`src/rtl/core/ldu_pkg.sv`:
```
// Package for the lens distortion block: widths, fixed-point constants, codes,
// sequencer states and the microprogram that drives the shared arithmetic units.
// Depends on nothing; every other file of the block uses it.
`timescale 1ns / 1ps

package ldu_pkg;

    localparam int COORD_W = 32;
    localparam int COEF_W  = 32;
    localparam int TOL_W   = 28;
    localparam int IDX_W   = 3;
    localparam int FRAC    = 28;
    localparam int WORD_W  = 62;
    localparam int MAG_W   = WORD_W - 1;
    localparam int HALF_W  = 31;
    localparam int DIVD_W  = MAG_W + FRAC;

    localparam int MAX_ITERATIONS = 10;
    localparam int ITER_W = $clog2(MAX_ITERATIONS + 1);

    localparam int RF_DEPTH = 32;
    localparam int RF_AW    = $clog2(RF_DEPTH);

    localparam logic signed [WORD_W-1:0] LIM = (62'sd1 <<< 60) - 62'sd1;
    localparam logic signed [WORD_W-1:0] ONE = 62'sd1 <<< FRAC;

    localparam logic [TOL_W-1:0] TOL_RESET = 28'd2684;

    localparam logic [IDX_W-1:0] CFG_K1  = 3'd0;
    localparam logic [IDX_W-1:0] CFG_K2  = 3'd1;
    localparam logic [IDX_W-1:0] CFG_K3  = 3'd2;
    localparam logic [IDX_W-1:0] CFG_P1  = 3'd3;
    localparam logic [IDX_W-1:0] CFG_P2  = 3'd4;
    localparam logic [IDX_W-1:0] CFG_TOL = 3'd5;

    typedef logic signed [WORD_W-1:0] word_t;

    typedef enum logic [3:0] {
        U_ADD,
        U_SUB,
        U_MUL,
        U_DIV,
        U_SPLIT,
        U_FIN,
        U_CONV,
        U_SING,
        U_LOOP
    } uop_t;

    typedef enum logic [2:0] {
        S_IDLE,
        S_FETCH,
        S_EXEC,
        S_WAIT,
        S_ORD,
        S_OWR
    } seq_state_t;

    typedef logic [5:0] src_t;

    localparam src_t R_EX   = 6'd0;
    localparam src_t R_EY   = 6'd1;
    localparam src_t R_X2   = 6'd2;
    localparam src_t R_Y2   = 6'd3;
    localparam src_t R_R2   = 6'd4;
    localparam src_t R_R4   = 6'd5;
    localparam src_t R_E    = 6'd6;
    localparam src_t R_C    = 6'd7;
    localparam src_t R_RAD  = 6'd8;
    localparam src_t R_T    = 6'd9;
    localparam src_t R_TT   = 6'd10;
    localparam src_t R_AX   = 6'd11;
    localparam src_t R_AY   = 6'd12;
    localparam src_t R_FX   = 6'd13;
    localparam src_t R_FY   = 6'd14;
    localparam src_t R_RX   = 6'd15;
    localparam src_t R_RY   = 6'd16;
    localparam src_t R_TMP  = 6'd17;
    localparam src_t R_TMP2 = 6'd18;
    localparam src_t R_D    = 6'd19;
    localparam src_t R_K2R  = 6'd20;
    localparam src_t R_TX2  = 6'd21;
    localparam src_t R_TY2  = 6'd22;
    localparam src_t R_XD   = 6'd23;
    localparam src_t R_YD   = 6'd24;
    localparam src_t R_J0   = 6'd25;
    localparam src_t R_J1   = 6'd26;
    localparam src_t R_J2   = 6'd27;
    localparam src_t R_J3   = 6'd28;
    localparam src_t R_DET  = 6'd29;
    localparam src_t R_NUM  = 6'd30;

    localparam src_t S_ZERO = 6'd32;
    localparam src_t S_ONE  = 6'd33;
    localparam src_t S_TX   = 6'd34;
    localparam src_t S_TY   = 6'd35;
    localparam src_t S_K1   = 6'd36;
    localparam src_t S_K2   = 6'd37;
    localparam src_t S_K3   = 6'd38;
    localparam src_t S_P1   = 6'd39;
    localparam src_t S_P2   = 6'd40;

    typedef struct packed {
        uop_t op;
        src_t a;
        src_t b;
        src_t dst;
    } instr_t;

    localparam int PC_W = 7;
    localparam int PROG_LEN = 87;
    localparam logic [PC_W-1:0] L_LOOP  = 7'd2;
    localparam logic [PC_W-1:0] L_RESID = 7'd33;

    function automatic instr_t mk(input uop_t op, input src_t a, input src_t b,
                                  input src_t d);
        instr_t r;
        r.op  = op;
        r.a   = a;
        r.b   = b;
        r.dst = d;
        return r;
    endfunction

    function automatic instr_t prog(input logic [PC_W-1:0] pc);
        instr_t r;
        case (pc)
            7'd0:  r = mk(U_ADD, S_TX, S_ZERO, R_EX);
            7'd1:  r = mk(U_ADD, S_TY, S_ZERO, R_EY);
            7'd2:  r = mk(U_MUL, R_EX, R_EX, R_X2);
            7'd3:  r = mk(U_MUL, R_EY, R_EY, R_Y2);
            7'd4:  r = mk(U_ADD, R_X2, R_Y2, R_R2);
            7'd5:  r = mk(U_MUL, R_R2, R_R2, R_R4);
            7'd6:  r = mk(U_MUL, R_R4, R_R2, R_E);
            7'd7:  r = mk(U_MUL, S_K1, R_R2, R_TMP);
            7'd8:  r = mk(U_ADD, S_ONE, R_TMP, R_C);
            7'd9:  r = mk(U_MUL, S_K2, R_R4, R_TMP);
            7'd10: r = mk(U_ADD, R_C, R_TMP, R_C);
            7'd11: r = mk(U_MUL, S_K3, R_E, R_TMP);
            7'd12: r = mk(U_ADD, R_C, R_TMP, R_RAD);
            7'd13: r = mk(U_MUL, R_EX, R_EY, R_T);
            7'd14: r = mk(U_ADD, R_T, R_T, R_TT);
            7'd15: r = mk(U_ADD, R_X2, R_X2, R_AX);
            7'd16: r = mk(U_ADD, R_AX, R_R2, R_AX);
            7'd17: r = mk(U_ADD, R_Y2, R_Y2, R_AY);
            7'd18: r = mk(U_ADD, R_AY, R_R2, R_AY);
            7'd19: r = mk(U_MUL, R_EX, R_RAD, R_TMP);
            7'd20: r = mk(U_MUL, S_P1, R_TT, R_TMP2);
            7'd21: r = mk(U_ADD, R_TMP, R_TMP2, R_TMP);
            7'd22: r = mk(U_MUL, S_P2, R_AX, R_TMP2);
            7'd23: r = mk(U_ADD, R_TMP, R_TMP2, R_FX);
            7'd24: r = mk(U_MUL, R_EY, R_RAD, R_TMP);
            7'd25: r = mk(U_MUL, S_P1, R_AY, R_TMP2);
            7'd26: r = mk(U_ADD, R_TMP, R_TMP2, R_TMP);
            7'd27: r = mk(U_MUL, S_P2, R_TT, R_TMP2);
            7'd28: r = mk(U_ADD, R_TMP, R_TMP2, R_FY);
            7'd29: r = mk(U_SPLIT, S_ZERO, S_ZERO, R_EX);
            7'd30: r = mk(U_ADD, R_FX, S_ZERO, R_EX);
            7'd31: r = mk(U_ADD, R_FY, S_ZERO, R_EY);
            7'd32: r = mk(U_FIN, S_ZERO, S_ZERO, R_EX);
            7'd33: r = mk(U_SUB, S_TX, R_FX, R_RX);
            7'd34: r = mk(U_SUB, S_TY, R_FY, R_RY);
            7'd35: r = mk(U_CONV, R_RX, R_RY, R_EX);
            7'd36: r = mk(U_MUL, S_K2, R_R2, R_K2R);
            7'd37: r = mk(U_ADD, R_K2R, R_K2R, R_TMP);
            7'd38: r = mk(U_ADD, S_K1, R_TMP, R_D);
            7'd39: r = mk(U_MUL, S_K3, R_R4, R_TMP);
            7'd40: r = mk(U_ADD, R_TMP, R_TMP, R_TMP2);
            7'd41: r = mk(U_ADD, R_TMP2, R_TMP, R_TMP2);
            7'd42: r = mk(U_ADD, R_D, R_TMP2, R_D);
            7'd43: r = mk(U_ADD, R_EX, R_EX, R_TX2);
            7'd44: r = mk(U_ADD, R_EY, R_EY, R_TY2);
            7'd45: r = mk(U_MUL, R_EX, R_D, R_XD);
            7'd46: r = mk(U_MUL, R_EY, R_D, R_YD);
            7'd47: r = mk(U_MUL, R_XD, R_TX2, R_TMP);
            7'd48: r = mk(U_ADD, R_RAD, R_TMP, R_J0);
            7'd49: r = mk(U_MUL, S_P1, R_TY2, R_TMP);
            7'd50: r = mk(U_ADD, R_J0, R_TMP, R_J0);
            7'd51: r = mk(U_MUL, S_P2, R_TX2, R_TMP);
            7'd52: r = mk(U_ADD, R_TMP, R_TMP, R_TMP2);
            7'd53: r = mk(U_ADD, R_TMP2, R_TMP, R_TMP2);
            7'd54: r = mk(U_ADD, R_J0, R_TMP2, R_J0);
            7'd55: r = mk(U_MUL, R_XD, R_TY2, R_TMP);
            7'd56: r = mk(U_MUL, S_P1, R_TX2, R_TMP2);
            7'd57: r = mk(U_ADD, R_TMP, R_TMP2, R_J1);
            7'd58: r = mk(U_MUL, S_P2, R_TY2, R_TMP);
            7'd59: r = mk(U_ADD, R_J1, R_TMP, R_J1);
            7'd60: r = mk(U_MUL, R_YD, R_TX2, R_TMP);
            7'd61: r = mk(U_ADD, R_TMP, R_TMP2, R_J2);
            7'd62: r = mk(U_MUL, S_P2, R_TY2, R_TMP2);
            7'd63: r = mk(U_ADD, R_J2, R_TMP2, R_J2);
            7'd64: r = mk(U_MUL, R_YD, R_TY2, R_TMP);
            7'd65: r = mk(U_ADD, R_RAD, R_TMP, R_J3);
            7'd66: r = mk(U_MUL, S_P1, R_TY2, R_TMP);
            7'd67: r = mk(U_ADD, R_TMP, R_TMP, R_TMP2);
            7'd68: r = mk(U_ADD, R_TMP2, R_TMP, R_TMP2);
            7'd69: r = mk(U_ADD, R_J3, R_TMP2, R_J3);
            7'd70: r = mk(U_MUL, S_P2, R_TX2, R_TMP);
            7'd71: r = mk(U_ADD, R_J3, R_TMP, R_J3);
            7'd72: r = mk(U_MUL, R_J0, R_J3, R_TMP);
            7'd73: r = mk(U_MUL, R_J1, R_J2, R_TMP2);
            7'd74: r = mk(U_SUB, R_TMP, R_TMP2, R_DET);
            7'd75: r = mk(U_SING, R_DET, S_ZERO, R_EX);
            7'd76: r = mk(U_MUL, R_J3, R_RX, R_TMP);
            7'd77: r = mk(U_MUL, R_J1, R_RY, R_TMP2);
            7'd78: r = mk(U_SUB, R_TMP, R_TMP2, R_NUM);
            7'd79: r = mk(U_DIV, R_NUM, R_DET, R_TMP);
            7'd80: r = mk(U_ADD, R_EX, R_TMP, R_EX);
            7'd81: r = mk(U_MUL, R_J0, R_RY, R_TMP);
            7'd82: r = mk(U_MUL, R_J2, R_RX, R_TMP2);
            7'd83: r = mk(U_SUB, R_TMP, R_TMP2, R_NUM);
            7'd84: r = mk(U_DIV, R_NUM, R_DET, R_TMP);
            7'd85: r = mk(U_ADD, R_EY, R_TMP, R_EY);
            7'd86: r = mk(U_LOOP, S_ZERO, S_ZERO, R_EX);
            default: r = mk(U_FIN, S_ZERO, S_ZERO, R_EX);
        endcase
        return r;
    endfunction

endpackage

```
`src/rtl/core/ldu_mul.sv`:
```
// Iterative fixed-point multiplier: four 31x31 partial products accumulated
// over successive cycles, then rounded half away from zero and saturated.
// Depends on ldu_pkg.
`timescale 1ns / 1ps

module ldu_mul (
    input  logic                clk,
    input  logic                rst_n,
    input  logic                start,
    input  ldu_pkg::word_t      a,
    input  ldu_pkg::word_t      b,
    output logic                done,
    output ldu_pkg::word_t      p
);

    localparam int ACC_W = 2 * ldu_pkg::MAG_W;
    localparam int HI_W  = ldu_pkg::MAG_W - ldu_pkg::HALF_W;
    localparam int RND_W = ACC_W - ldu_pkg::FRAC;

    logic [ldu_pkg::MAG_W-1:0]     ua_reg;
    logic [ldu_pkg::MAG_W-1:0]     ub_reg;
    logic                          neg_reg;
    logic                          busy_reg;
    logic [2:0]                    cnt_reg;
    logic [2*ldu_pkg::HALF_W-1:0]  pp_reg;
    logic [1:0]                    sh_reg;
    logic [ACC_W-1:0]              acc_reg;
    logic                          done_reg;
    ldu_pkg::word_t                p_reg;

    logic [ldu_pkg::WORD_W-1:0]    abs_a;
    logic [ldu_pkg::WORD_W-1:0]    abs_b;
    logic [ldu_pkg::HALF_W-1:0]    a_part;
    logic [ldu_pkg::HALF_W-1:0]    b_part;
    logic [ACC_W-1:0]              pp_shift;
    logic [ACC_W-1:0]              rnd;
    logic [RND_W-1:0]              mag;
    ldu_pkg::word_t                res;

    assign abs_a = a[ldu_pkg::WORD_W-1] ? -a : a;
    assign abs_b = b[ldu_pkg::WORD_W-1] ? -b : b;

    always_comb
    begin
        a_part = cnt_reg[1] ? {1'b0, ua_reg[ldu_pkg::MAG_W-1:ldu_pkg::HALF_W]}
                            : ua_reg[ldu_pkg::HALF_W-1:0];
        b_part = cnt_reg[0] ? {1'b0, ub_reg[ldu_pkg::MAG_W-1:ldu_pkg::HALF_W]}
                            : ub_reg[ldu_pkg::HALF_W-1:0];
        case (sh_reg)
            2'd0:    pp_shift = ACC_W'(pp_reg);
            2'd1:    pp_shift = ACC_W'(pp_reg) << ldu_pkg::HALF_W;
            default: pp_shift = ACC_W'(pp_reg) << (2 * ldu_pkg::HALF_W);
        endcase
        rnd = acc_reg + (ACC_W'(1) << (ldu_pkg::FRAC - 1));
        mag = rnd[ACC_W-1:ldu_pkg::FRAC];
        if (mag > RND_W'(ldu_pkg::LIM))
        begin
            res = ldu_pkg::LIM;
        end
        else
        begin
            res = ldu_pkg::word_t'(mag[ldu_pkg::WORD_W-1:0]);
        end
        if (neg_reg)
        begin
            res = -res;
        end
    end

    always_ff @(posedge clk or negedge rst_n)
    begin
        if (!rst_n)
        begin
            busy_reg <= 1'b0;
            cnt_reg  <= 3'd0;
            done_reg <= 1'b0;
        end
        else
        begin
            done_reg <= 1'b0;
            if (start)
            begin
                busy_reg <= 1'b1;
                cnt_reg  <= 3'd0;
            end
            else if (busy_reg)
            begin
                cnt_reg <= cnt_reg + 3'd1;
                if (cnt_reg == 3'd5)
                begin
                    busy_reg <= 1'b0;
                    done_reg <= 1'b1;
                end
            end
        end
    end

    always_ff @(posedge clk)
    begin
        if (start)
        begin
            ua_reg  <= abs_a[ldu_pkg::MAG_W-1:0];
            ub_reg  <= abs_b[ldu_pkg::MAG_W-1:0];
            neg_reg <= a[ldu_pkg::WORD_W-1] ^ b[ldu_pkg::WORD_W-1];
            acc_reg <= '0;
        end
        else if (busy_reg)
        begin
            if (cnt_reg < 3'd4)
            begin
                pp_reg <= a_part * b_part;
                sh_reg <= 2'(cnt_reg[1]) + 2'(cnt_reg[0]);
            end
            if (cnt_reg >= 3'd1 && cnt_reg <= 3'd4)
            begin
                acc_reg <= acc_reg + pp_shift;
            end
            if (cnt_reg == 3'd5)
            begin
                p_reg <= res;
            end
        end
    end

    assign done = done_reg;
    assign p    = p_reg;

endmodule

```
`config.mk`:
```
export PLATFORM = sky130hd
export DESIGN_NAME = ldu_mul
export DESIGN_NICKNAME = d
export VERILOG_FILES = /design/src/rtl/core/ldu_pkg.sv /design/src/rtl/core/ldu_mul.sv
export SDC_FILE = /design/constraint.sdc
export NUM_CORES = 2
export LEC_CHECK = 0
export BUFFER_PORTS_ARGS = -buffer_cell sky130_fd_sc_hd__buf_2
export CORE_MARGIN = 2
export CORE_UTILIZATION = 66
export DETAILED_ROUTE_END_ITERATION = 10
export PLACE_DENSITY = 0.84
export SLEW_MARGIN = 0
export SYNTH_ARGS = -nofsm -noshare
export SYNTH_HDL_FRONTEND = slang
export SYNTH_SLANG_ARGS = --single-unit
```
`constraint.sdc`:
```
create_clock -name clk -period 12.5 [get_ports clk]
set_input_delay 1.25 -clock clk [delete_from_list [all_inputs] [get_ports clk]]
set_output_delay 1.25 -clock clk [all_outputs]
set_load 0.02 [all_outputs]
```
==> results by group <==
Synthesis
  – XOR/XNOR Fraction of Synth Area: approximately 5.2%
  – Number of library cell types mapped by synthesis: 84
  – Cell type contributing the most total cell area after synthesis: sky130_fd_sc_hd__fa_1
  – Combinational family with the most area after synthesis: adder cells
  – Flip-flop and latch count after synthesis: 376
  – Multiplexer share of the synthesized area: 2.901%
  – Simple logic cell fraction of the synthesized area: 18.15%
  – Mapped Area: 58,620 um^2
  – Mean Syn Cell Area: 8.577 um^2
  – Ranking of synthesized cells by area: sky130_fd_sc_hd__fa_1, sky130_fd_sc_hd__edfxtp_1, sky130_fd_sc_hd__ha_1
  – Post-Syn Nets: 8,182
  – Count of flip-flops with a built-in enable after synthesis: about 250
  – Yosys warning count: 0
  – Portion of synthesized cell area occupied by the leading cell type: between 20% and 30%
  – Post-synthesis async set-or-reset flop share: 1.330%
  – Main synth FF type: sky130_fd_sc_hd__edfxtp_1
  – Adder-cell share of the synthesized area: 36.79%
  – Number of standard cells after synthesis: 6,834
  – Post-synthesis compound-gate area fraction: a little under an eighth
  – Sequential share of the synthesized area: between 15 and 20%

Floorplanning
  – Die area: 91,210 um^2
  – Count of pins on the block boundary: 190
  – Die Wd: a little over 300 um
  – Die Height: 302.0 um
  – Number of standard-cell rows in the floorplan: 109
  – Placeable core area: 88,240 um^2
  – Initial core utilization: 66.43%

Route
  – Number of DRC violations after detailed-routing iteration 0: 5,320
  – DRC errors left: 0
  – Average wire length per cell after detail routing: 24.09 um
  – Routed WL: 192,900 um
  – Antenna violation net count after detailed routing: 0
  – TritonRoute pass-1 iters: 6
  – Avg Vias per Cell: 6.375
  – Total vias in the final route: 51,040

Critical path
  – Reg-to-reg setup timing slack: about 2400 ps
  – Biggest cell delay along the critical path: 1080 ps
  – Data required, critical path: 12,890 ps
  – Startpoint class of the critical path: register
  – Arrival @ worst endpoint: 10,460 ps
  – Critical path type: register to register
  – FF-to-FF path depth: 27
  – Crit path max-delay cell type: sky130_fd_sc_hd__dfrtp_4
  – Critical Path End Type: register
  – Dominant cell type by count on the critical path: sky130_fd_sc_hd__fa_1
  – Highest fanout seen on the critical path: 62

Clocking
  – Resized cells post-CTS: 0
  – Cell chosen for the clock root: sky130_fd_sc_hd__clkbuf_16
  – Num CTS Buffers: 43
  – Clock tree from TritonCTS: built
  – Number of clock sinks: 376
  – Post-CTS setup repair buffer count: 0
  – Clock latency on the worst-skew pair: 650 ps
  – Clk pin slew, worst setup/hold paths: 70 ps
  – Clock tree buffer depth: 3
  – CTS H-Tree Depth: 2
  – Hold-fix buffer count after cts: 0

GRT
  – Wire length of the first global-routing pass: between 200,000 and 300,000 um
  – Total track usage: 42.46%
  – Vias in the first global route: ~52,000
  – Antenna violations before repair: 3
  – Grt ovf: 0
  – Pin count of the biggest net entering global routing: 108

Timing
  – Number of hold violations in the final report: 0
  – Transition time at the pin with the least slew margin: ~1100 ps
  – Unrepaired setup endpoints after global routing: false
  – Headroom to the max-slew limit: 21.88%
  – Least setup slack across all paths after layout: 2435 ps
  – Share of the clock period used by the worst path: between 80% and 90%
  – Fin crit period: 10,070 ps
  – Maximum operating frequency: 99.35 MHz
  – Aggregate negative setup slack: 0 ps
  – Final number of setup-violating endpoints: 0
  – Setup skew after layout: between 50 and 60 ps
  – Final number of max-transition violations: 0

Finish
  – Final Cell Area: 62,030 um^2
  – Commonest cells after routing, fill and taps aside: sky130_fd_sc_hd__nand2_1, sky130_fd_sc_hd__inv_1, sky130_fd_sc_hd__fa_1
  – Number of flip-flops in the largest register: 122
  – Net total in the final layout: 8,152
  – Fraction of final layout cells sized beyond drive strength 1: 7.048%
  – Area growth from synthesis to final layout: 5.817%
  – Most frequent standard cell in the layout excluding fill and tap cells: sky130_fd_sc_hd__nand2_1
  – Filler instances: 6,828
  – Layout Cells excl Fill: 8,007

Run
  – Max-Cap Viols: 0

Worst hold path
  – Min-delay worst type: register to register
  – Hold Crit Depth: 2

Placed design
  – Post-Place Worst Slack: 2546 ps
  – Number of I/O port buffers: between 150 and 200
  – Placer congestion estimate: 1.081
  – Post-Place Cells: between 7,000 and 8,000
  – Post-detailed-placement half-perimeter wirelength: 149,600 um
  – Post-place instance area: 60,530 um^2

Outcome
  – Run status: finished, final reports clean
## cells by family after synthesis
kind of cell | count (synthesis)
AO/OA/AOI/OAI | 1068
XOR/XNOR | 351
adder cells (fa/ha/maj) | 1221
buffers and inverters | 1286
flip-flops | 376
multiplexers | 162
AND/OR/NAND/NOR | 2370
## metal layers
layer / track usage (%) / vias up / wire length, um
met5: 0 / - / 25
met3: 13.17 / 990 / 22880
li1: - / 22330 / -
met2: 65.98 / 3356 / 84440
met1: 50.42 / 24360 / 68300
met4: 29.92 / 4 / 17260
## worst paths after layout
| path | startpoint | endpoint |
|---|---|---|
| max | cnt_reg[0] | pp_reg[55] |
| min | acc_reg[13] | acc_reg[13] |
| max reg2reg | cnt_reg[0] | pp_reg[55] |
| min reg2reg | acc_reg[13] | acc_reg[13] |
| max in group asynchronous | rst_n | cnt_reg[1] |
| min in group asynchronous | rst_n | done |
## worst max-delay path, delay by kind of cell (launching register included)
family	cells	cell delay (ps)
multiplexers	1	960
AND/OR/NAND/NOR	1	170
flip-flops	1	1080
buffers and inverters	4	220
XOR/XNOR	1	90
AO/OA/AOI/OAI	11	2810
adder cells (fa/ha/maj)	9	4480
## final cells by class
type	count	area, um^2	area share (%)
Antenna cell	3	7.507	0.01210
Clock buffer	62	1254	2.021
Clock inverter	18	234.0	0.3772
Inverter	940	3528	5.688
Multi-Input combinational cell	5172	43920	70.81
Sequential cell	376	10050	16.21
Tap cell	1165	1458	2.350
Timing Repair Buffer	271	1570	2.532
## metrics by stage
stage / utilization (%) / hold slack (ps)
floorplan: - / 431.5
global placement: 68.60 / 442.1
detailed placement: 68.60 / 448.8
CTS: 70.29 / 457.6
global route: 70.29 / 481.2
finish: 70.29 / 458.8
## cell usage after synthesis, drive strengths merged, types with 9 or more instances
| cell | count |
|---|---|
| and2 | 92 |
| or2 | 17 |
| and3 | 56 |
| dfxtp | 122 |
| nand3 | 110 |
| nor4b | 9 |
| ha | 383 |
| nand4 | 100 |
| o22ai | 12 |
| mux2 | 63 |
| nand2b | 38 |
| nor3 | 77 |
| o21bai | 42 |
| nor4 | 40 |
| inv | 940 |
| nor2b | 25 |
| o211ai | 17 |
| mux2i | 99 |
| clkbuf | 319 |
| o41ai | 25 |
| or3 | 41 |
| buf | 27 |
| o31ai | 57 |
| and4 | 29 |
| a21o | 120 |
| a21oi | 334 |
| a31oi | 24 |
| a22oi | 14 |
| edfxtp | 249 |
| o21a | 36 |
| nand2 | 946 |
| a211oi | 24 |
| or4 | 23 |
| o21ai | 243 |
| a21boi | 11 |
| xnor2 | 261 |
| xor2 | 90 |
| a2111oi | 10 |
| nor2 | 749 |
| fa | 838 |
Power is not shown: default switching activity piles up to over one toggle a cycle in this logic, so the estimate is an artifact.
