`src/rtl/core/ldu_pkg.sv`:
```
// Package for the lens distortion block: widths, fixed-point constants, codes,
// sequencer states and the microprogram that drives the shared arithmetic units.
// Depends on nothing; every other file of the block uses it.
`timescale 1ns / 1ps

package ldu_pkg;

    localparam int COORD_W = 32;
    localparam int COEF_W  = 32;
    localparam int TOL_W   = 28;
    localparam int IDX_W   = 3;
    localparam int FRAC    = 28;
    localparam int WORD_W  = 62;
    localparam int MAG_W   = WORD_W - 1;
    localparam int HALF_W  = 31;
    localparam int DIVD_W  = MAG_W + FRAC;

    localparam int MAX_ITERATIONS = 10;
    localparam int ITER_W = $clog2(MAX_ITERATIONS + 1);

    localparam int RF_DEPTH = 32;
    localparam int RF_AW    = $clog2(RF_DEPTH);

    localparam logic signed [WORD_W-1:0] LIM = (62'sd1 <<< 60) - 62'sd1;
    localparam logic signed [WORD_W-1:0] ONE = 62'sd1 <<< FRAC;

    localparam logic [TOL_W-1:0] TOL_RESET = 28'd2684;

    localparam logic [IDX_W-1:0] CFG_K1  = 3'd0;
    localparam logic [IDX_W-1:0] CFG_K2  = 3'd1;
    localparam logic [IDX_W-1:0] CFG_K3  = 3'd2;
    localparam logic [IDX_W-1:0] CFG_P1  = 3'd3;
    localparam logic [IDX_W-1:0] CFG_P2  = 3'd4;
    localparam logic [IDX_W-1:0] CFG_TOL = 3'd5;

    typedef logic signed [WORD_W-1:0] word_t;

    typedef enum logic [3:0] {
        U_ADD,
        U_SUB,
        U_MUL,
        U_DIV,
        U_SPLIT,
        U_FIN,
        U_CONV,
        U_SING,
        U_LOOP
    } uop_t;

    typedef enum logic [2:0] {
        S_IDLE,
        S_FETCH,
        S_EXEC,
        S_WAIT,
        S_ORD,
        S_OWR
    } seq_state_t;

    typedef logic [5:0] src_t;

    localparam src_t R_EX   = 6'd0;
    localparam src_t R_EY   = 6'd1;
    localparam src_t R_X2   = 6'd2;
    localparam src_t R_Y2   = 6'd3;
    localparam src_t R_R2   = 6'd4;
    localparam src_t R_R4   = 6'd5;
    localparam src_t R_E    = 6'd6;
    localparam src_t R_C    = 6'd7;
    localparam src_t R_RAD  = 6'd8;
    localparam src_t R_T    = 6'd9;
    localparam src_t R_TT   = 6'd10;
    localparam src_t R_AX   = 6'd11;
    localparam src_t R_AY   = 6'd12;
    localparam src_t R_FX   = 6'd13;
    localparam src_t R_FY   = 6'd14;
    localparam src_t R_RX   = 6'd15;
    localparam src_t R_RY   = 6'd16;
    localparam src_t R_TMP  = 6'd17;
    localparam src_t R_TMP2 = 6'd18;
    localparam src_t R_D    = 6'd19;
    localparam src_t R_K2R  = 6'd20;
    localparam src_t R_TX2  = 6'd21;
    localparam src_t R_TY2  = 6'd22;
    localparam src_t R_XD   = 6'd23;
    localparam src_t R_YD   = 6'd24;
    localparam src_t R_J0   = 6'd25;
    localparam src_t R_J1   = 6'd26;
    localparam src_t R_J2   = 6'd27;
    localparam src_t R_J3   = 6'd28;
    localparam src_t R_DET  = 6'd29;
    localparam src_t R_NUM  = 6'd30;

    localparam src_t S_ZERO = 6'd32;
    localparam src_t S_ONE  = 6'd33;
    localparam src_t S_TX   = 6'd34;
    localparam src_t S_TY   = 6'd35;
    localparam src_t S_K1   = 6'd36;
    localparam src_t S_K2   = 6'd37;
    localparam src_t S_K3   = 6'd38;
    localparam src_t S_P1   = 6'd39;
    localparam src_t S_P2   = 6'd40;

    typedef struct packed {
        uop_t op;
        src_t a;
        src_t b;
        src_t dst;
    } instr_t;

    localparam int PC_W = 7;
    localparam int PROG_LEN = 87;
    localparam logic [PC_W-1:0] L_LOOP  = 7'd2;
    localparam logic [PC_W-1:0] L_RESID = 7'd33;

    function automatic instr_t mk(input uop_t op, input src_t a, input src_t b,
                                  input src_t d);
        instr_t r;
        r.op  = op;
        r.a   = a;
        r.b   = b;
        r.dst = d;
        return r;
    endfunction

    function automatic instr_t prog(input logic [PC_W-1:0] pc);
        instr_t r;
        case (pc)
            7'd0:  r = mk(U_ADD, S_TX, S_ZERO, R_EX);
            7'd1:  r = mk(U_ADD, S_TY, S_ZERO, R_EY);
            7'd2:  r = mk(U_MUL, R_EX, R_EX, R_X2);
            7'd3:  r = mk(U_MUL, R_EY, R_EY, R_Y2);
            7'd4:  r = mk(U_ADD, R_X2, R_Y2, R_R2);
            7'd5:  r = mk(U_MUL, R_R2, R_R2, R_R4);
            7'd6:  r = mk(U_MUL, R_R4, R_R2, R_E);
            7'd7:  r = mk(U_MUL, S_K1, R_R2, R_TMP);
            7'd8:  r = mk(U_ADD, S_ONE, R_TMP, R_C);
            7'd9:  r = mk(U_MUL, S_K2, R_R4, R_TMP);
            7'd10: r = mk(U_ADD, R_C, R_TMP, R_C);
            7'd11: r = mk(U_MUL, S_K3, R_E, R_TMP);
            7'd12: r = mk(U_ADD, R_C, R_TMP, R_RAD);
            7'd13: r = mk(U_MUL, R_EX, R_EY, R_T);
            7'd14: r = mk(U_ADD, R_T, R_T, R_TT);
            7'd15: r = mk(U_ADD, R_X2, R_X2, R_AX);
            7'd16: r = mk(U_ADD, R_AX, R_R2, R_AX);
            7'd17: r = mk(U_ADD, R_Y2, R_Y2, R_AY);
            7'd18: r = mk(U_ADD, R_AY, R_R2, R_AY);
            7'd19: r = mk(U_MUL, R_EX, R_RAD, R_TMP);
            7'd20: r = mk(U_MUL, S_P1, R_TT, R_TMP2);
            7'd21: r = mk(U_ADD, R_TMP, R_TMP2, R_TMP);
            7'd22: r = mk(U_MUL, S_P2, R_AX, R_TMP2);
            7'd23: r = mk(U_ADD, R_TMP, R_TMP2, R_FX);
            7'd24: r = mk(U_MUL, R_EY, R_RAD, R_TMP);
            7'd25: r = mk(U_MUL, S_P1, R_AY, R_TMP2);
            7'd26: r = mk(U_ADD, R_TMP, R_TMP2, R_TMP);
            7'd27: r = mk(U_MUL, S_P2, R_TT, R_TMP2);
            7'd28: r = mk(U_ADD, R_TMP, R_TMP2, R_FY);
            7'd29: r = mk(U_SPLIT, S_ZERO, S_ZERO, R_EX);
            7'd30: r = mk(U_ADD, R_FX, S_ZERO, R_EX);
            7'd31: r = mk(U_ADD, R_FY, S_ZERO, R_EY);
            7'd32: r = mk(U_FIN, S_ZERO, S_ZERO, R_EX);
            7'd33: r = mk(U_SUB, S_TX, R_FX, R_RX);
            7'd34: r = mk(U_SUB, S_TY, R_FY, R_RY);
            7'd35: r = mk(U_CONV, R_RX, R_RY, R_EX);
            7'd36: r = mk(U_MUL, S_K2, R_R2, R_K2R);
            7'd37: r = mk(U_ADD, R_K2R, R_K2R, R_TMP);
            7'd38: r = mk(U_ADD, S_K1, R_TMP, R_D);
            7'd39: r = mk(U_MUL, S_K3, R_R4, R_TMP);
            7'd40: r = mk(U_ADD, R_TMP, R_TMP, R_TMP2);
            7'd41: r = mk(U_ADD, R_TMP2, R_TMP, R_TMP2);
            7'd42: r = mk(U_ADD, R_D, R_TMP2, R_D);
            7'd43: r = mk(U_ADD, R_EX, R_EX, R_TX2);
            7'd44: r = mk(U_ADD, R_EY, R_EY, R_TY2);
            7'd45: r = mk(U_MUL, R_EX, R_D, R_XD);
            7'd46: r = mk(U_MUL, R_EY, R_D, R_YD);
            7'd47: r = mk(U_MUL, R_XD, R_TX2, R_TMP);
            7'd48: r = mk(U_ADD, R_RAD, R_TMP, R_J0);
            7'd49: r = mk(U_MUL, S_P1, R_TY2, R_TMP);
            7'd50: r = mk(U_ADD, R_J0, R_TMP, R_J0);
            7'd51: r = mk(U_MUL, S_P2, R_TX2, R_TMP);
            7'd52: r = mk(U_ADD, R_TMP, R_TMP, R_TMP2);
            7'd53: r = mk(U_ADD, R_TMP2, R_TMP, R_TMP2);
            7'd54: r = mk(U_ADD, R_J0, R_TMP2, R_J0);
            7'd55: r = mk(U_MUL, R_XD, R_TY2, R_TMP);
            7'd56: r = mk(U_MUL, S_P1, R_TX2, R_TMP2);
            7'd57: r = mk(U_ADD, R_TMP, R_TMP2, R_J1);
            7'd58: r = mk(U_MUL, S_P2, R_TY2, R_TMP);
            7'd59: r = mk(U_ADD, R_J1, R_TMP, R_J1);
            7'd60: r = mk(U_MUL, R_YD, R_TX2, R_TMP);
            7'd61: r = mk(U_ADD, R_TMP, R_TMP2, R_J2);
            7'd62: r = mk(U_MUL, S_P2, R_TY2, R_TMP2);
            7'd63: r = mk(U_ADD, R_J2, R_TMP2, R_J2);
            7'd64: r = mk(U_MUL, R_YD, R_TY2, R_TMP);
            7'd65: r = mk(U_ADD, R_RAD, R_TMP, R_J3);
            7'd66: r = mk(U_MUL, S_P1, R_TY2, R_TMP);
            7'd67: r = mk(U_ADD, R_TMP, R_TMP, R_TMP2);
            7'd68: r = mk(U_ADD, R_TMP2, R_TMP, R_TMP2);
            7'd69: r = mk(U_ADD, R_J3, R_TMP2, R_J3);
            7'd70: r = mk(U_MUL, S_P2, R_TX2, R_TMP);
            7'd71: r = mk(U_ADD, R_J3, R_TMP, R_J3);
            7'd72: r = mk(U_MUL, R_J0, R_J3, R_TMP);
            7'd73: r = mk(U_MUL, R_J1, R_J2, R_TMP2);
            7'd74: r = mk(U_SUB, R_TMP, R_TMP2, R_DET);
            7'd75: r = mk(U_SING, R_DET, S_ZERO, R_EX);
            7'd76: r = mk(U_MUL, R_J3, R_RX, R_TMP);
            7'd77: r = mk(U_MUL, R_J1, R_RY, R_TMP2);
            7'd78: r = mk(U_SUB, R_TMP, R_TMP2, R_NUM);
            7'd79: r = mk(U_DIV, R_NUM, R_DET, R_TMP);
            7'd80: r = mk(U_ADD, R_EX, R_TMP, R_EX);
            7'd81: r = mk(U_MUL, R_J0, R_RY, R_TMP);
            7'd82: r = mk(U_MUL, R_J2, R_RX, R_TMP2);
            7'd83: r = mk(U_SUB, R_TMP, R_TMP2, R_NUM);
            7'd84: r = mk(U_DIV, R_NUM, R_DET, R_TMP);
            7'd85: r = mk(U_ADD, R_EY, R_TMP, R_EY);
            7'd86: r = mk(U_LOOP, S_ZERO, S_ZERO, R_EX);
            default: r = mk(U_FIN, S_ZERO, S_ZERO, R_EX);
        endcase
        return r;
    endfunction

endpackage

```
`src/rtl/core/ldu_div.sv`:
```
// Bit-serial restoring divider for the Newton step: quotient of n * 2^28 / d
// truncated toward zero and saturated, one quotient bit per cycle.
// Depends on ldu_pkg.
`timescale 1ns / 1ps

module ldu_div (
    input  logic                clk,
    input  logic                rst_n,
    input  logic                start,
    input  ldu_pkg::word_t      n,
    input  ldu_pkg::word_t      d,
    output logic                done,
    output ldu_pkg::word_t      q
);

    localparam int CNT_W = $clog2(ldu_pkg::DIVD_W + 1);

    logic [ldu_pkg::DIVD_W-1:0]  dq_reg;
    logic [ldu_pkg::MAG_W-1:0]   rem_reg;
    logic [ldu_pkg::MAG_W-1:0]   ud_reg;
    logic                        neg_reg;
    logic                        busy_reg;
    logic [CNT_W-1:0]            cnt_reg;
    logic                        done_reg;
    ldu_pkg::word_t              q_reg;

    logic [ldu_pkg::WORD_W-1:0]  abs_n;
    logic [ldu_pkg::WORD_W-1:0]  abs_d;
    logic [ldu_pkg::MAG_W:0]     trial;
    logic [ldu_pkg::MAG_W:0]     diff;
    logic                        qbit;
    ldu_pkg::word_t              res;

    assign abs_n = n[ldu_pkg::WORD_W-1] ? -n : n;
    assign abs_d = d[ldu_pkg::WORD_W-1] ? -d : d;

    always_comb
    begin
        trial = {rem_reg, dq_reg[ldu_pkg::DIVD_W-1]};
        diff  = trial - {1'b0, ud_reg};
        qbit  = (trial >= {1'b0, ud_reg});
        if (dq_reg > ldu_pkg::DIVD_W'(ldu_pkg::LIM))
        begin
            res = ldu_pkg::LIM;
        end
        else
        begin
            res = ldu_pkg::word_t'(dq_reg[ldu_pkg::WORD_W-1:0]);
        end
        if (neg_reg)
        begin
            res = -res;
        end
    end

    always_ff @(posedge clk or negedge rst_n)
    begin
        if (!rst_n)
        begin
            busy_reg <= 1'b0;
            cnt_reg  <= '0;
            done_reg <= 1'b0;
        end
        else
        begin
            done_reg <= 1'b0;
            if (start)
            begin
                busy_reg <= 1'b1;
                cnt_reg  <= '0;
            end
            else if (busy_reg)
            begin
                if (cnt_reg == CNT_W'(ldu_pkg::DIVD_W))
                begin
                    busy_reg <= 1'b0;
                    done_reg <= 1'b1;
                end
                else
                begin
                    cnt_reg <= cnt_reg + 1'b1;
                end
            end
        end
    end

    always_ff @(posedge clk)
    begin
        if (start)
        begin
            dq_reg  <= {abs_n[ldu_pkg::MAG_W-1:0], {ldu_pkg::FRAC{1'b0}}};
            rem_reg <= '0;
            ud_reg  <= abs_d[ldu_pkg::MAG_W-1:0];
            neg_reg <= n[ldu_pkg::WORD_W-1] ^ d[ldu_pkg::WORD_W-1];
        end
        else if (busy_reg)
        begin
            if (cnt_reg == CNT_W'(ldu_pkg::DIVD_W))
            begin
                q_reg <= res;
            end
            else
            begin
                rem_reg <= qbit ? diff[ldu_pkg::MAG_W-1:0] : trial[ldu_pkg::MAG_W-1:0];
                dq_reg  <= {dq_reg[ldu_pkg::DIVD_W-2:0], qbit};
            end
        end
    end

    assign done = done_reg;
    assign q    = q_reg;

endmodule

```
`config.mk`:
```
export PLATFORM = sky130hd
export DESIGN_NAME = ldu_div
export DESIGN_NICKNAME = d
export VERILOG_FILES = /design/src/rtl/core/ldu_pkg.sv /design/src/rtl/core/ldu_div.sv
export SDC_FILE = /design/constraint.sdc
export NUM_CORES = 1
export LEC_CHECK = 0
export BUFFER_PORTS_ARGS = -buffer_cell sky130_fd_sc_hd__buf_2
export CORE_UTILIZATION = 60
export DETAILED_ROUTE_END_ITERATION = 6
export PLACE_DENSITY = 0.82
export SYNTH_ARGS = -nofsm -noshare
export SYNTH_HDL_FRONTEND = slang
export SYNTH_SLANG_ARGS = --single-unit
```
`constraint.sdc`:
```
create_clock -name clk -period 11.75 [get_ports clk]
set_input_delay 1.7625 -clock clk [delete_from_list [all_inputs] [get_ports clk]]
set_output_delay 1.7625 -clock clk [all_outputs]
set_load 0.01 [all_outputs]
```
==> flow_summary_export.csv, run 1 <==
group,metric,value,unit
yosys,netlist_area,0.0184,mm2
clocking,clkTransAtPathRegs,60,ps
critical_path,required,12210,ps
drt,top_layer_used,"met4",
global_route,grt_antenna_before_repair,0,
drt,wl_met3,3430,um
drt,route.detailed.drc,0,
global_route,grt_pass1_wl,77100,um
yosys,synth_top_area_share,0.302,
sta,rsz0062_at_grt,"no",
floorplanning,num_rows,63,
sta,timing.final.crit_share,0.413,
sta,setup_tns,0,ps
sta,fin_worst_skew,11.1,ps
layout,nets,2418,
sta,fin_crit,4850,ps
global_route,grt_max_degree,139,
flow_run,max_cap_violations,0,
drt,drt_iter0_drc,1879,
yosys,syn_avg_cell_area,8.76,um2
drt,wl_met1,20100,um
global_route,grtUsageTotal,0.302,
power_and_ir_drop,powerDensity,184,mW/mm2
layout,fin_area,0.0206,mm2
power_and_ir_drop,cellLeakagePower,0.00819,uW
sta,tightestPinTransition,1100,ps
yosys,syn-instance-count,2103,
sta,setup_viol,0,
critical_path,worst_ep_arrival_time,5320,ps
layout,regArea,0.00756,mm2
clocking,ctsResizeCount,0,
drt,routed-wl-met2,23200,um
placement,dp_hpwl,34100,um
clocking,clk_latency,580,ps
yosys,synth-edff-count,185,
drt,dr_total_vias,16600,
yosys,ys_top_cells_by_area,"edfxtp_1 (30%), dfxtp_1 (9.7%), xnor2_1 (6.7%)",
critical_path,critical_path_class,"reg -> reg",
critical_path,r2r_start,"dq_reg[88]",
worst_hold_path,hold_path_class,"reg -> reg",
sta,hold_viol,0,
floorplanning,dieHeight,177,um
layout,largest_reg_flops,89,
floorplanning,dieArea,0.0314,mm2
drt,wl_per_cell,18.1,um
global_route,grt_pass1_vias,15400,
yosys,ys.flop_type,"edfxtp_1",
sta,slew_violations,0,
layout,multi_input_area,0.0101,mm2
clocking,cts_buffer_depth,3,
layout,drive_above_1_share,0.127,
floorplanning,die_x,177,um
critical_path,crit_path_start_kind,"flop",
drt,avgViaCountPerCell,6.28,
drt,wl,47800,um
power_and_ir_drop,ir_drop,0.126,mV
yosys,yosysTopAreaCell,"edfxtp_1",
placement,place.gp.congestion,0.956,
sta,slew_headroom,0.264,
clocking,cts-root-buf,"clkbuf_16",
yosys,async_reset_ff_frac,0.0318,
status,status,"finished clean",
drt,ant_nets,0,
floorplanning,io-pin-count,190,
worst_hold_path,min_from,"dq_reg[22]",
clocking,htreeDepth,1,
yosys,ys_types,73,
clocking,postCtsHoldBufs,0,
layout,nFillCells,2396,
sta,holdWs,488,ps
critical_path,crit_start,"dq_reg[88]",
floorplanning,start_util,0.615,
clocking,cts_inserted_buffers,30,
clocking,post_cts_buffers,0,
placement,dpl_cell_area,0.0196,mm2
critical_path,crit_path_max_fanout,34,
placement,port_buffers,189,
sta,clock.fmax,0.206,GHz
yosys,synth_seq_cells,283,
yosys,yosys_warnings,0,
yosys,synth.net_count,2297,
floorplanning,core-area,0.0300,mm2
layout,area_growth,11.8,%
yosys,synth.yosys.seq_area_share,0.411,
critical_path,cp-end-kind,"flop",
drt,first_pass_iters,6,
clocking,cts.sinks,283,
global_route,grt-ovfl-total,0,
clocking,cts_tree,"yes",
[layout by cell type (no fill, tap or decap), types with 52 or more instances in the layout]
master	synthesis	final
inv_1	96	95
nand2_1	317	317
xnor2_1	140	140
dfxtp_1	89	89
nor2_1	180	178
ha_1	66	66
a21oi_1	114	114
buf_2	3	188
edfxtp_1	185	185
xor2_1	52	52
o21ai_0	142	142
[power breakdown]
part	leakage (uW)	total, uW	internal, uW	switching, uW
Combinational	0.00501	1460	556	903
Clock	0.000510	975	562	414
Sequential	0.00267	1350	1220	126
Total	0.00819	3780	2340	1440
[worst max-delay path, cell delays in order, from the launching register on]
cell and delay, ps:
edfxtp_1 400, inv_1 60, ha_1 220, fa_1 400, nor2b_1 170, o31ai_1 100, a21oi_1 290, o21ai_1 270
o311ai_0 610, and4b_1 400, o21ai_1 90, buf_4 190, nand2_1 560, buf_4 520, nand2_1 110, a311oi_1 330
[synth_stat cells (7+ instances only)]
master	count
nand3_1	40
nand2_1	317
o41ai_1	15
and3_1	8
a221o_1	14
dfrtp_1	9
nand4_1	29
or4_1	19
a21boi_0	7
edfxtp_1	185
a21oi_1	114
xor2_1	52
o211ai_1	9
a31oi_1	13
dfxtp_1	89
o21ai_0	142
o31ai_1	50
o21bai_1	8
ha_1	66
clkbuf_1	102
nand2b_1	16
o22ai_1	7
o21a_1	12
a22o_1	38
nor2_1	180
or3_1	40
a211oi_1	17
nor4_1	23
buf_1	7
mux2i_1	9
inv_1	96
nor3b_1	9
nor3_1	50
or2_2	7
a311oi_1	37
a21o_1	29
nor2b_1	8
xnor2_1	140
o311ai_0	19
[area by class of cell]
cell class | instances | area share
Timing Repair Buffer | 202 | 0.0516
Tap cell | 390 | 0.0237
Antenna cell | 1 | 0.000122
Clock buffer | 38 | 0.0414
Sequential cell | 283 | 0.367
Multi-Input combinational cell | 1610 | 0.490
Clock inverter | 18 | 0.00857
Inverter | 97 | 0.0177
[layer usage]
| metal | track usage | vias to the layer above |
|---|---|---|
| li1 | - | 7942 |
| met1 | 0.399 | 7803 |
| met2 | 0.520 | 715 |
| met3 | 0.0346 | 104 |
| met4 | 0.0884 | 0 |
| met5 | 0 | - |
[logic make-up after synthesis]
kind of cell | Yosys count | synth area share
flops | 283 | 0.411
xor+xnor | 192 | 0.0913
simple gates | 776 | 0.196
buf+inv | 210 | 0.0434
compound gates | 565 | 0.208
mux | 10 | 0.00550
fa+ha+maj | 67 | 0.0459
[per-stage QoR]
step / util / setup slack [ps] / total power (uW) / instances
finish: 0.687 / 6900 / 3780 / 2639
global route: 0.687 / 6580 / 4000 / 2638
CTS: 0.687 / 6980 / 3760 / 2638
detailed placement: 0.653 / 6460 / 2780 / 2582
global placement: 0.653 / 6530 / 2750 / 2582
floorplan: - / 4260 / 2420 / 2103
[final timing paths]
check | end | slack, ps | depth (start not counted)
min in group asynchronous | cnt_reg[2] | 1030 | 1
min | dq_reg[23] | 490 | 2
max reg2reg | rem_reg[11] | 6900 | 15
max | rem_reg[11] | 6900 | 15
max in group asynchronous | busy_reg | 10540 | 1
min reg2reg | dq_reg[23] | 490 | 2
No activity file was read; power rests on OpenSTA's default activity.
==> run 2: changes to the inputs <==
Settings changed: ABC_AREA from default to 1, PLACE_DENSITY 0.82 to 0.81.
Clock period 11.75 ns to 5 ns, I/O delays scaled along.
==> flow_summary_export.csv, run 2 <==
group,metric,value,unit
status,status,"complete, but fails checks",
status,violations,"DRC",
power_and_ir_drop,powerDensity,398,mW/mm2
yosys,synth_top_area_share,0.248,
global_route,grtUsageTotal,0.391,
yosys,synth.yosys.seq_area_share,0.338,
floorplanning,io-pin-count,190,
worst_hold_path,hold_path_class,"in -> async",
global_route,grt-ovfl-total,0,
power_and_ir_drop,p_comb_frac,0.435,
critical_path,path_cells,"nor2_1, nand2_1, nor2_1, nand2_1, nor2_4, nand2_1, inv_1, ha_1, nand4_1, nor2_2, nand3_2, nor2_2, nand2_1, nand2_1, nand2_1, nand2_1, nand2_1",
clocking,cts_tree,"yes",
clocking,post_cts_buffers,0,
power_and_ir_drop,ir_drop,0.271,mV
layout,multi_input_area,0.0122,mm2
critical_path,r2r-end,"q[40]",
power_and_ir_drop,switchingPower,4210,uW
power_and_ir_drop,cellLeakagePower,0.0122,uW
layout,final_cell_mix,"nand2_1 (993), inv_1 (584), nor2_1 (464), nand3_1 (249), buf_2 (188)",
power_and_ir_drop,cellInternalPower,5640,uW
yosys,ys.flop_type,"edfxtp_1",
yosys,synth-edff-count,185,
sta,slew_headroom,0.0533,
critical_path,reg2regPathDepth,17,
critical_path,worst_ep_arrival_time,4070,ps
sta,slew_violations,0,
layout,area_growth,10.8,%
critical_path,slowest_delay,430,ps
flow_run,max_cap_violations,0,
yosys,ys_types,53,
yosys,ys_top_cells_by_area,"edfxtp_1 (25%), nand2_1 (17%), inv_1 (9.8%)",
clocking,clkTransAtPathRegs,60,ps
drt,avgViaCountPerCell,5.87,
placement,place.gp.congestion,1.08,
floorplanning,num_rows,70,
yosys,yosysTopAreaCell,"edfxtp_1",
floorplanning,start_util,0.611,
drt,route.detailed.drc,24,
placement,dp_hpwl,58800,um
floorplanning,dieArea,0.0381,mm2
critical_path,r2r_setup_slack,1270,ps
clocking,cts-root-buf,"clkbuf_16",
critical_path,crit_path_start_kind,"flop",
global_route,grt_pass1_vias,22000,
critical_path,cp_common_cell,"nand2_1",
critical_path,critPathSlowestCell,"nor2_4",
global_route,grt_antenna_before_repair,1,
yosys,netlist_area,0.0224,mm2
sta,tightestPinTransition,1420,ps
layout,diodes,0,
clocking,cts_buffer_depth,3,
layout,regArea,0.00756,mm2
yosys,synth_seq_cells,283,
critical_path,required,5330,ps
drt,ant_nets,0,
critical_path,r2r_start,"dq_reg[76]",
power_and_ir_drop,seq_power_share,0.317,
sta,clock.fmax,0.268,GHz
yosys,synth.net_count,3661,
critical_path,crit_start,"dq_reg[76]",
global_route,grt_max_degree,108,
layout,layout_commonest_cell,"nand2_1",
layout,fin_area,0.0248,mm2
critical_path,cp-endpoint,"q[40]",
sta,timing.final.crit_share,0.747,
layout,drive_above_1_share,0.0853,
sta,setup_viol,0,
yosys,yosys_warnings,0,
placement,dp.cells,4056,
clocking,cts_inserted_buffers,31,
floorplanning,die_x,195,um
yosys,yosysMostFrequentCell,"nand2_1",
placement,pre_cts_ws,1470,ps
layout,largest_reg_flops,89,
floorplanning,core-area,0.0366,mm2
layout,nFillCells,3300,
drt,dr_total_vias,24200,
clocking,clk_latency,590,ps
clocking,cts.sinks,283,
sta,fin_worst_skew,20.0,ps
sta,fin_crit,3730,ps
power_and_ir_drop,swShare,0.427,
layout,nets,3815,
sta,setup_tns,0,ps
clocking,postCtsHoldBufs,0,
layout,final-instance-count-excl-fill,4113,
placement,dpl_cell_area,0.0237,mm2
drt,drt_iter0_drc,3140,
drt,wl,76300,um
critical_path,cp-end-kind,"flop",
sta,finalWorstSetupSlack,1270,ps
power_and_ir_drop,p_clk_frac,0.248,
yosys,syn-instance-count,3467,
critical_path,crit_path_max_fanout,17,
sta,hold_viol,0,
yosys,syn_avg_cell_area,6.45,um2
yosys,async_reset_ff_frac,0.0318,
clocking,ctsResizeCount,0,
yosys,yosys-top-cells-count,"nand2_1 (993), inv_1 (586), nor2_1 (468), nand3_1 (249), edfxtp_1 (185)",
sta,rsz0062_at_grt,"no",
drt,wl_per_cell,18.6,um
drt,first_pass_iters,7,
clocking,htreeDepth,1,
placement,port_buffers,189,
floorplanning,dieHeight,195,um
global_route,grt_pass1_wl,118000,um
critical_path,critical_path_class,"reg -> reg",
## run 2: changes by cell type after synthesis, sizes merged, moves of 41 or more
cell and change:
nand3 +215, or3 -41, o22ai +44, nor2 +310, nand2 +683, xnor2 -100
inv +494, o31ai -51, clkbuf -50, nand4 +70
## run 2: worst max-delay path, delay by kind of cell (launching register included)
kind / cells / cell delay (ps)
fa+ha+maj: 1 / 190
buf+inv: 1 / 120
flops: 1 / 390
simple gates: 15 / 2760
## run 2: stage by stage
step | hold slack, ps | total power (uW) | util
global placement | 463 | 7140 | 0.648
finish | 6.70 | 9850 | 0.677
floorplan | 445 | 6040 | -
CTS | 3.81 | 9670 | 0.677
global route | 12.4 | 10400 | 0.677
detailed placement | 467 | 7230 | 0.648
## run 2: cells by family (layout without fill, tap and decap cells)
kind of cell | count (synthesis) | count (layout) | share of synthesized area
AOI/OAI and AO/OA | 372 | 372 | 0.0902
and+or+nand+nor | 1934 | 1934 | 0.365
muxes | 2 | 2 | 0.000895
buffers and inverters | 679 | 857 | 0.117
xor gates and xnor gates | 130 | 130 | 0.0509
DFF | 283 | 283 | 0.338
adders and majority gates | 67 | 67 | 0.0378
## run 2: per-layer routing
metal | vias to the layer above | GRT usage | part of all wire
li1 | 11400 | - | -
met4 | 0 | 0.160 | 0.043
met1 | 11000 | 0.532 | 0.41
met2 | 1548 | 0.609 | 0.43
met5 | - | 0 | 0
met3 | 242 | 0.0758 | 0.12
## run 2: worst min path at each step
stage / start / to / slack, ps / depth (start not counted)
floorplan: rst_n / busy_reg / 450 / 0
global placement: rem_reg[59] / rem_reg[59] / 460 / 2
detailed placement: rem_reg[1] / rem_reg[1] / 470 / 2
CTS: rst_n / cnt_reg[3] / 4 / 1
global route: rst_n / cnt_reg[3] / 10 / 1
finish: rst_n / cnt_reg[3] / 7 / 1
## run 2: power groups by stage
stage	clock network [uW]	registers (uW)	logic (uW)
4_1_cts	2450	3110	4110
2_1_floorplan	0	3050	2990
3_5_place_dp	0	3150	4080
3_3_place_gp	0	3140	4010
6_report	2450	3120	4280
5_1_grt	2530	3150	4680
## run 2: final cells by class
class,instances,share of cell area
clock buffers,32,0.0315
multi-input cells,2505,0.493
inverters,593,0.0899
clock inverters,25,0.0117
flip-flops and latches,283,0.305
repair buffers,207,0.0453
well taps,468,0.0236
